--- src/rtl/sst_pkg.sv ---
`timescale 1ns / 1ps
// ----------------------------------------------------------------------------
// sst_pkg
// Shared constants, types and the character encoder for the segment shifter.
// ----------------------------------------------------------------------------
package sst_pkg;

	localparam int DIGIT_COUNT = 3;
	localparam int SLOT_W      = 8;
	localparam int FRAME_BITS  = SLOT_W * DIGIT_COUNT;
	localparam int USED_W      = $clog2(DIGIT_COUNT + 1);
	localparam int CNT_W       = $clog2(FRAME_BITS + 1);

	localparam logic [SLOT_W-1:0] DOT_BIT   = 8'h08;
	localparam logic [SLOT_W-1:0] BLANK     = 8'h00;

	localparam logic [7:0] CH_NUL  = 8'h00;
	localparam logic [7:0] CH_DOT  = 8'h2e;
	localparam logic [7:0] CH_D0   = 8'h30;
	localparam logic [7:0] CH_D9   = 8'h39;
	localparam logic [7:0] CH_UA   = 8'h41;
	localparam logic [7:0] CH_UZ   = 8'h5a;
	localparam logic [7:0] CH_LA   = 8'h61;
	localparam logic [7:0] CH_LZ   = 8'h7a;

	localparam logic [SLOT_W-1:0] DIGIT_CODES [10] = '{
		8'h77, 8'h14, 8'hb3, 8'hb6, 8'hd4, 8'he6, 8'he7, 8'h34, 8'hf7, 8'hf6
	};

	localparam logic [SLOT_W-1:0] LETTER_CODES [26] = '{
		8'hf5, 8'hc7, 8'h63, 8'h97, 8'he3,
		8'he1, 8'he7, 8'hc5, 8'h14, 8'h17,
		8'hd5, 8'h43, 8'h75, 8'h85, 8'h77,
		8'hf1, 8'h77, 8'h81, 8'he6, 8'hc3,
		8'h57, 8'h57, 8'h57, 8'hd5, 8'hd4, 8'hb3
	};

	// per-cell controls, driven by the top level
	typedef struct packed {
		logic wr_code;  // write the new code into this slot
		logic or_dot;   // merge a dot into this slot
		logic upd;      // a request is taken this cycle
		logic load;     // frame starts: copy slot into shift stage, clear slot
		logic shift;    // move the shift stage on by one bit
	} slot_ctrl_t;

	function automatic logic [SLOT_W-1:0] encode_char(input logic [7:0] c);
		logic [SLOT_W-1:0] code;
		logic [7:0]        ofs;
		code = BLANK;
		ofs  = 8'h00;
		if (c >= CH_D0 && c <= CH_D9) begin
			ofs  = c - CH_D0;
			code = DIGIT_CODES[ofs[3:0]];
		end else if (c >= CH_LA && c <= CH_LZ) begin
			ofs  = c - CH_LA;
			code = LETTER_CODES[ofs[4:0]];
		end else if (c >= CH_UA && c <= CH_UZ) begin
			ofs  = c - CH_UA;
			code = LETTER_CODES[ofs[4:0]];
		end
		return code;
	endfunction

endpackage

--- src/rtl/sst_msg_if.sv ---
`timescale 1ns / 1ps
// ----------------------------------------------------------------------------
// sst_msg_if
// Character request channel: one message character per request.
// ----------------------------------------------------------------------------
interface sst_msg_if;
	logic       valid;
	logic       ready;
	logic [7:0] character;
	logic       message_end;

	modport source (output valid, output character, output message_end, input ready);
	modport sink   (input valid, input character, input message_end, output ready);
endinterface

--- src/rtl/sst_bit_if.sv ---
`timescale 1ns / 1ps
// ----------------------------------------------------------------------------
// sst_bit_if
// Serial bit channel: one shifted segment bit per request.
// ----------------------------------------------------------------------------
interface sst_bit_if;
	logic valid;
	logic ready;
	logic serial_bit;
	logic frame_last;

	modport source (output valid, output serial_bit, output frame_last, input ready);
	modport sink   (input valid, input serial_bit, input frame_last, output ready);
endinterface

--- src/rtl/seven_segment_text_shifter.sv ---
`timescale 1ns / 1ps
// ----------------------------------------------------------------------------
// seven_segment_text_shifter
// Encodes message characters into segment slots and shifts each frame out.
// ----------------------------------------------------------------------------
// One character request is taken per cycle. Characters that do not end the
// message are always accepted, also while a frame is shifting. A request with
// message_end set loads the slot cells into the shift chain and is held off
// while the previous frame still has bits to deliver (other than its last bit
// leaving in that cycle). A frame is 8*DIGIT_COUNT serial bits (24), one per
// accepted output request, highest slot first, MSB first, so the shift chain
// sets the sustained rate.
module seven_segment_text_shifter
	import sst_pkg::*;
(
	input  logic           clk,
	input  logic           arst_n,
	sst_msg_if.sink        msg,
	sst_bit_if.source      serial
);

	logic [USED_W-1:0] used_q;
	logic              dot_q;
	logic [CNT_W-1:0]  cnt_q;

	logic              msg_acc;
	logic              ser_acc;
	logic              chain_free;
	logic              is_dot;
	logic              dot_merge;
	logic              room;
	logic              take;
	logic              close;
	logic              load;
	logic [SLOT_W-1:0] code;
	slot_ctrl_t        ctrl [DIGIT_COUNT];
	logic              link [DIGIT_COUNT+1];

	assign ser_acc    = serial.valid && serial.ready;
	assign chain_free = (cnt_q == '0) || ((cnt_q == CNT_W'(1)) && serial.ready);
	assign msg.ready  = !msg.message_end || chain_free;
	assign msg_acc    = msg.valid && msg.ready;

	assign is_dot    = msg.character == CH_DOT;
	assign dot_merge = is_dot && dot_q && (used_q != '0);
	assign room      = used_q < USED_W'(DIGIT_COUNT);
	assign take      = (msg.character != CH_NUL) && !dot_merge && room;
	assign close     = (msg.character != CH_NUL) && !dot_merge && !room;
	assign load      = msg_acc && msg.message_end;
	assign code      = encode_char(msg.character);

	always_comb begin
		for (int i = 0; i < DIGIT_COUNT; i++) begin
			ctrl[i].wr_code = take && (used_q == USED_W'(i));
			ctrl[i].or_dot  = dot_merge && (used_q == USED_W'(i + 1));
			ctrl[i].upd     = msg_acc;
			ctrl[i].load    = load;
			ctrl[i].shift   = ser_acc;
		end
	end

	always_ff @(posedge clk or negedge arst_n) begin
		if (!arst_n) begin
			used_q <= '0;
			dot_q  <= 1'b0;
		end else if (load) begin
			used_q <= '0;
			dot_q  <= 1'b0;
		end else if (msg_acc) begin
			if (take) begin
				used_q <= used_q + USED_W'(1);
				dot_q  <= 1'b1;
			end else if (close) begin
				dot_q  <= 1'b0;
			end
		end
	end

	always_ff @(posedge clk or negedge arst_n) begin
		if (!arst_n) begin
			cnt_q <= '0;
		end else if (load) begin
			cnt_q <= CNT_W'(FRAME_BITS);
		end else if (ser_acc) begin
			cnt_q <= cnt_q - CNT_W'(1);
		end
	end

	// slot 0 at the tail, highest slot drives the serial line
	assign link[0] = 1'b0;

	for (genvar g = 0; g < DIGIT_COUNT; g++) begin : g_cell
		sst_cell u_cell (
			.clk       (clk),
			.arst_n    (arst_n),
			.ctrl      (ctrl[g]),
			.code      (code),
			.shift_in  (link[g]),
			.chain_out (link[g+1])
		);
	end

	assign serial.valid      = cnt_q != '0;
	assign serial.serial_bit = link[DIGIT_COUNT];
	assign serial.frame_last = cnt_q == CNT_W'(1);

`ifndef NO_ASSERTIONS
	a_cnt_range : assert property (@(posedge clk) disable iff (!arst_n)
		cnt_q <= CNT_W'(FRAME_BITS))
		else $error("bit count beyond frame length");

	a_used_range : assert property (@(posedge clk) disable iff (!arst_n)
		used_q <= USED_W'(DIGIT_COUNT))
		else $error("slot count beyond digit count");

	a_load_free : assert property (@(posedge clk) disable iff (!arst_n)
		load |-> (cnt_q == '0) || ((cnt_q == CNT_W'(1)) && ser_acc))
		else $error("frame loaded over unfinished frame");

	a_load_cnt : assert property (@(posedge clk) disable iff (!arst_n)
		load |=> (cnt_q == CNT_W'(FRAME_BITS)) && (used_q == '0) && !dot_q)
		else $error("frame load did not restart state");
`endif

endmodule

--- src/rtl/sst_cell.sv ---
`timescale 1ns / 1ps
// ----------------------------------------------------------------------------
// sst_cell
// One display slot: the collecting slot byte plus its stage of the shift chain.
// ----------------------------------------------------------------------------
module sst_cell
	import sst_pkg::*;
(
	input  logic              clk,
	input  logic              arst_n,
	input  slot_ctrl_t        ctrl,
	input  logic [SLOT_W-1:0] code,
	input  logic              shift_in,
	output logic              chain_out
);

	logic [SLOT_W-1:0] slot_q;
	logic [SLOT_W-1:0] shreg_q;
	logic [SLOT_W-1:0] slot_next;

	always_comb begin
		slot_next = slot_q;
		if (ctrl.wr_code) begin
			slot_next = code;
		end else if (ctrl.or_dot) begin
			slot_next = slot_q | DOT_BIT;
		end
	end

	always_ff @(posedge clk or negedge arst_n) begin
		if (!arst_n) begin
			slot_q <= '0;
		end else if (ctrl.load) begin
			slot_q <= '0;
		end else if (ctrl.upd) begin
			slot_q <= slot_next;
		end
	end

	// load wins over shift: the previous frame's last bit leaves the same cycle
	always_ff @(posedge clk or negedge arst_n) begin
		if (!arst_n) begin
			shreg_q <= '0;
		end else if (ctrl.load) begin
			shreg_q <= slot_next;
		end else if (ctrl.shift) begin
			shreg_q <= {shreg_q[SLOT_W-2:0], shift_in};
		end
	end

	assign chain_out = shreg_q[SLOT_W-1];

endmodule

--- src/flat_wrapper.sv ---
// flat-port wrapper written by rule: the top's interface ports become plain ports
module seven_segment_text_shifter_flat import sst_pkg::*;
  (clk, arst_n, msg_valid, msg_character, msg_message_end, msg_ready, serial_valid, serial_serial_bit, serial_frame_last, serial_ready);
  sst_msg_if msg_i ();
  sst_bit_if serial_i ();
  input  logic clk;
  input  logic arst_n;
  input wire logic [$bits(msg_i.valid)-1:0] msg_valid;
  input wire logic [$bits(msg_i.character)-1:0] msg_character;
  input wire logic [$bits(msg_i.message_end)-1:0] msg_message_end;
  output wire logic [$bits(msg_i.ready)-1:0] msg_ready;
  output wire logic [$bits(serial_i.valid)-1:0] serial_valid;
  output wire logic [$bits(serial_i.serial_bit)-1:0] serial_serial_bit;
  output wire logic [$bits(serial_i.frame_last)-1:0] serial_frame_last;
  input wire logic [$bits(serial_i.ready)-1:0] serial_ready;
  assign msg_i.valid = msg_valid;
  assign msg_i.character = msg_character;
  assign msg_i.message_end = msg_message_end;
  assign msg_ready = msg_i.ready;
  assign serial_valid = serial_i.valid;
  assign serial_serial_bit = serial_i.serial_bit;
  assign serial_frame_last = serial_i.frame_last;
  assign serial_i.ready = serial_ready;
  seven_segment_text_shifter u_core (.clk(clk), .arst_n(arst_n), .msg(msg_i), .serial(serial_i));
endmodule
--- config.mk ---
export PLATFORM = sky130hd
export DESIGN_NAME = seven_segment_text_shifter_flat
export DESIGN_NICKNAME = d
export VERILOG_FILES = /design/src/rtl/sst_pkg.sv /design/src/rtl/sst_msg_if.sv /design/src/rtl/sst_bit_if.sv /design/src/rtl/seven_segment_text_shifter.sv /design/src/rtl/sst_cell.sv /design/src/flat_wrapper.sv
export SDC_FILE = /design/constraint.sdc
export NUM_CORES = 1
export LEC_CHECK = 0
export CORE_UTILIZATION = 45
export CTS_BUF_LIST = sky130_fd_sc_hd__clkbuf_4 sky130_fd_sc_hd__clkbuf_8
export CTS_CLUSTER_SIZE = 20
export DETAILED_ROUTE_END_ITERATION = 16
export DONT_BUFFER_PORTS = 1
export RECOVER_POWER = 50
export SYNTH_ARGS = -nofsm -noshare
export SYNTH_HDL_FRONTEND = slang
export SYNTH_SLANG_ARGS = --single-unit
--- constraint.sdc ---
create_clock -name clk -period 2.6 [get_ports clk]
set_input_delay 0.26 -clock clk [delete_from_list [all_inputs] [get_ports clk]]
set_output_delay 0.26 -clock clk [all_outputs]
set_load 0.01 [all_outputs]
==> impl_summary.md <==
Status
The flow ran to the end, and the final reports show no timing, DRC or antenna violations.

Route
The count of nets left with antenna violations once routing finished came out at 0. The iteration-0 DRC count of the detailed router is 176. The via density per instance is 6.19. After detailed routing, the number of remaining DRC violations is 0. The number of vias after detailed routing is roughly 3400. The sum of routed wire length over all layers is slightly above 10 mm. In the final routed layout, each cell accounts on average for about 19 um. The first-pass iteration count of the detailed router is 5.

Final layout
At the end of the flow the core is filled with cells to 0.509. The repair_antennas step left the layout with diodes totalling 0. The synthesis-to-layout area growth is 7.18%. The fraction of layout cells with a size suffix above 1 is 0.107. The filler-free cell count of the finished design is 550. The number of nets at the end of the flow is 476.

Timing
The post-route minimum period is ~2.3 ns. At the pin with the least slew margin, the transition time is between 1 and 1.5 ns. After routing, the total negative slack on setup checks comes to 0 ns.

Setup repair after global routing left no endpoint under its margin. Setup violations remaining at the end of the flow were counted as 0. Hold is met by 0.0312 ns. On the final layout, the worst clock skew is about 0.0074 ns. The count of final hold-check violations is 0. The number of slew-limit violations in the final report is 0. The fraction of the cycle the final worst path needs is 0.874. The worst max-slew margin expressed relative to the limit is 0.0629. The highest achievable clock rate is roughly 440 MHz.

Logic synthesis
The number of unique standard cell types used by synthesis is 65. The average cell area after synthesis is 8.37 um2. During synthesis, Yosys emitted a total of 0 warnings. After synthesis, the cell types taking the most area are sky130_fd_sc_hd__dfrtp_1 37%, sky130_fd_sc_hd__nand2_1 6.5%, sky130_fd_sc_hd__ha_1 5.3%, sky130_fd_sc_hd__a21oi_1 3.9%, sky130_fd_sc_hd__nor2_1 3.7%. The most frequently used flop master after synthesis is sky130_fd_sc_hd__dfrtp_1. Synthesis inferred 56 register bits. The area share of the leading cell type in the synthesized netlist is 0.374.

For this run, asynchronously set or reset flops after synthesis account for 1.00. The post-synthesis adder-cell area fraction is 0.0534. The largest area contributor in the synthesized netlist is sky130_fd_sc_hd__dfrtp_1. The mux share of post-synthesis cell area is 0.0274. After technology mapping, the gate count stands at about 450. Of the total synthesized cell area, the portion taken by XOR and XNOR cells is 0.0140. The number of nets handed over by synthesis was 477.

The synthesized cell area is between 0.003 and 0.004 mm2. Of the total synthesized cell area, the portion taken by AND, OR, NAND and NOR gates is 0.237. By area, the combinational part of the netlist is dominated by compound AO/OA/AOI/OAI gates. The synthesized design contains 0 enable-type register cells. The share of synthesized area occupied by flip-flops and latches is 0.374. The share of the synthesized area in compound gates (AO/OA/AOI/OAI) is 0.247.

Min path
The min-delay analysis places its worst path in the category in2reg. The capture endpoint of the worst hold path is u_core.g_cell[0].u_cell.slot_q[7]. The worst hold path depth is 1. The worst min-delay path startpoint is msg_message_end.

Critical path
The worst reg2reg path endpoint is u_core.g_cell[2].u_cell.shreg_q[2]. In this run the critical register-to-register path is launched from u_core.used_q[0]. The data arrival time at the worst-slack endpoint is roughly 2.5 ns.

For flop-to-flop paths, the worst setup slack is about 0.33 ns. The critical path in this run is classified as reg2reg. STA classifies the critical path startpoint as a register. For the worst flop-to-flop path, the logic depth is 8. The endpoint type of the worst setup path is a register. The required time of the critical path is between 2 and 3 ns. Along the worst path, the maximum fanout reaches 9.

Placement
The HPWL after detailed placement is between 7 and 8 mm. Port buffering added 0 buffers. At the end of routability-driven placement, the weighted congestion stood at 0.975. The number of cells after detailed placement is 540.

Clock tree
TritonCTS built the clock tree. The root cell of the clock tree is sky130_fd_sc_hd__clkbuf_8. Post-CTS timing repair inserted 0 buffers for setup. The clock sink count is 56.

In this run, post-CTS repair resized a total of 0 instances. The post-CTS clock slew at the launch and capture registers of the worst setup and hold paths is 0.11 ns. The worst-case clock buffer depth is 2. The maximum level of the CTS H-tree is 2. At the later pin of the worst-skew pair, clock insertion delay measures roughly 0.32 ns. The clock buffer count from CTS is 5.

Floorplanning
The die is 93.3 um tall. The starting utilization of the core area is 0.475. The area of the core region is 0.00789 mm2. The die covers ~0.0087 mm2. The site row count is 32.

The overall die width is 93.3 um. 17 I/O pins were placed.

Power
The peak ir drop on the vdd network is 0.346 mV. In this run the power density over the cells is 827 mW/mm2. The static leakage power is 1.69 nW.

Global routing
The initial antenna violation count is 0. The overall overflow remaining after global route is 0. The first global-routing pass estimated 17.2 mm of wire.

The overall routing resource usage is 0.254. The via count of the first global-routing pass is 3265. Entering global routing, the biggest net connects 57 pins.

Flow run
Across the run, the number of max-cap violations was 0.
cell families after synthesis:
kind of cell             after synthesis
AO/OA/AOI/OAI                        134
adder cells (fa/ha/maj)               16
multiplexers                          10
XOR/XNOR                               6
buffers and inverters                 45
AND/OR/NAND/NOR                      181
flip-flops                            56
report_power, final:
group / leakage (nW) / switching, mW / total, mW / internal [mW]
Clock: 0.0445 / 0.316 / 0.509 / 0.193
Combinational: 0.940 / 0.749 / 1.33 / 0.580
Sequential: 0.701 / 0.264 / 1.49 / 1.22
Total: 1.69 / 1.33 / 3.32 / 2.00
state kept, by name, indices dropped and copies added (netlist names):
name,flops
u_core.g_cell.u_cell.shreg_q,24
u_core.dot_q,1
u_core.g_cell.u_cell.slot_q,24
u_core.used_q,2
u_core.cnt_q,5
repair_timing:
item	in CTS	in global routing
setup endpoints to repair	0	0
hold buffers	2	0
hold endpoints to repair	56	0
area by class of cell:
| cell class | instances | area (um2) |
|---|---|---|
| fillers | 768 | 3870 |
| multi-input cells | 347 | 2170 |
| flip-flops and latches | 56 | 1400 |
| clock inverters | 3 | 21.3 |
| well taps | 102 | 128 |
| repair buffers | 23 | 173 |
| clock buffers | 5 | 68.8 |
| inverters | 14 | 52.6 |
worst max-delay path, cell delays in order (launching register included):
cell and delay (ns):
sky130_fd_sc_hd__dfrtp_1 0.39, sky130_fd_sc_hd__inv_1 0.09, sky130_fd_sc_hd__ha_1 0.23, sky130_fd_sc_hd__nand3b_1 0.18
sky130_fd_sc_hd__or3_1 0.42, sky130_fd_sc_hd__and3_1 0.33, sky130_fd_sc_hd__or3_1 0.34, sky130_fd_sc_hd__o21ai_0 0.07
sky130_fd_sc_hd__a221oi_1 0.09
worst max path at each step:
stage | depth (start not counted) | start | endpoint
after floorplan | 10 | msg_character[1] | u_core.g_cell[1].u_cell.slot_q[1]
after global placement | 10 | msg_character[1] | u_core.g_cell[1].u_cell.slot_q[5]
after detailed placement | 8 | msg_character[0] | u_core.g_cell[0].u_cell.slot_q[2]
after CTS | 8 | u_core.used_q[0] | u_core.g_cell[2].u_cell.shreg_q[2]
after global routing | 8 | u_core.used_q[1] | u_core.g_cell[2].u_cell.shreg_q[0]
final | 8 | u_core.used_q[0] | u_core.g_cell[2].u_cell.shreg_q[2]
layout by cell type, fill, tap and decap left out, types with 3 or more instances in the layout:
cell	count
sky130_fd_sc_hd__nand2_1	65
sky130_fd_sc_hd__dfrtp_1	56
sky130_fd_sc_hd__nor2_1	37
sky130_fd_sc_hd__a21oi_1	29
sky130_fd_sc_hd__o21ai_0	25
sky130_fd_sc_hd__nor3_1	24
sky130_fd_sc_hd__buf_4	21
sky130_fd_sc_hd__ha_1	16
sky130_fd_sc_hd__inv_1	13
sky130_fd_sc_hd__a211oi_1	10
sky130_fd_sc_hd__o221ai_1	10
sky130_fd_sc_hd__or3_1	9
sky130_fd_sc_hd__mux2i_1	8
sky130_fd_sc_hd__o31ai_1	7
sky130_fd_sc_hd__nand3_1	7
sky130_fd_sc_hd__nor2b_1	6
sky130_fd_sc_hd__a31o_2	6
sky130_fd_sc_hd__o22ai_1	6
sky130_fd_sc_hd__a221oi_1	5
sky130_fd_sc_hd__xnor2_1	5
sky130_fd_sc_hd__clkbuf_8	5
sky130_fd_sc_hd__nor3b_1	4
sky130_fd_sc_hd__a211o_1	4
sky130_fd_sc_hd__a31oi_1	4
sky130_fd_sc_hd__nor4_1	4
sky130_fd_sc_hd__a22oi_1	4
sky130_fd_sc_hd__and2_1	3
sky130_fd_sc_hd__nand3b_1	3
sky130_fd_sc_hd__and3_1	3
synthesized netlist by cell type, types with 7 or more instances:
master	instances
sky130_fd_sc_hd__o21ai_0	25
sky130_fd_sc_hd__nand3_1	7
sky130_fd_sc_hd__o221ai_1	10
sky130_fd_sc_hd__mux2i_1	8
sky130_fd_sc_hd__nor3_1	24
sky130_fd_sc_hd__nand2_1	65
sky130_fd_sc_hd__clkbuf_1	25
sky130_fd_sc_hd__dfrtp_1	56
sky130_fd_sc_hd__a21oi_1	29
sky130_fd_sc_hd__nor2_1	37
sky130_fd_sc_hd__a211oi_1	10
sky130_fd_sc_hd__ha_1	16
sky130_fd_sc_hd__or3_1	9
sky130_fd_sc_hd__o31ai_1	7
sky130_fd_sc_hd__inv_1	13
routing by layer:
layer  GRT usage  wire [um]
met2       0.413       4940
met5           0          0
met1       0.357       4710
met3      0.0341        483
met4      0.0615        109
stage by stage:
stage / power (mW) / setup WS (ns) / instance area [um2]
after global routing: 3.60 / 0.111 / 4020
after global placement: 2.77 / 0.307 / 3910
after detailed placement: 2.81 / 0.253 / 3910
after CTS: 3.34 / 0.317 / 4040
final: 3.32 / 0.328 / 4020
after floorplan: 2.45 / 0.0263 / 3750
Power figures use the tool's default switching activity.
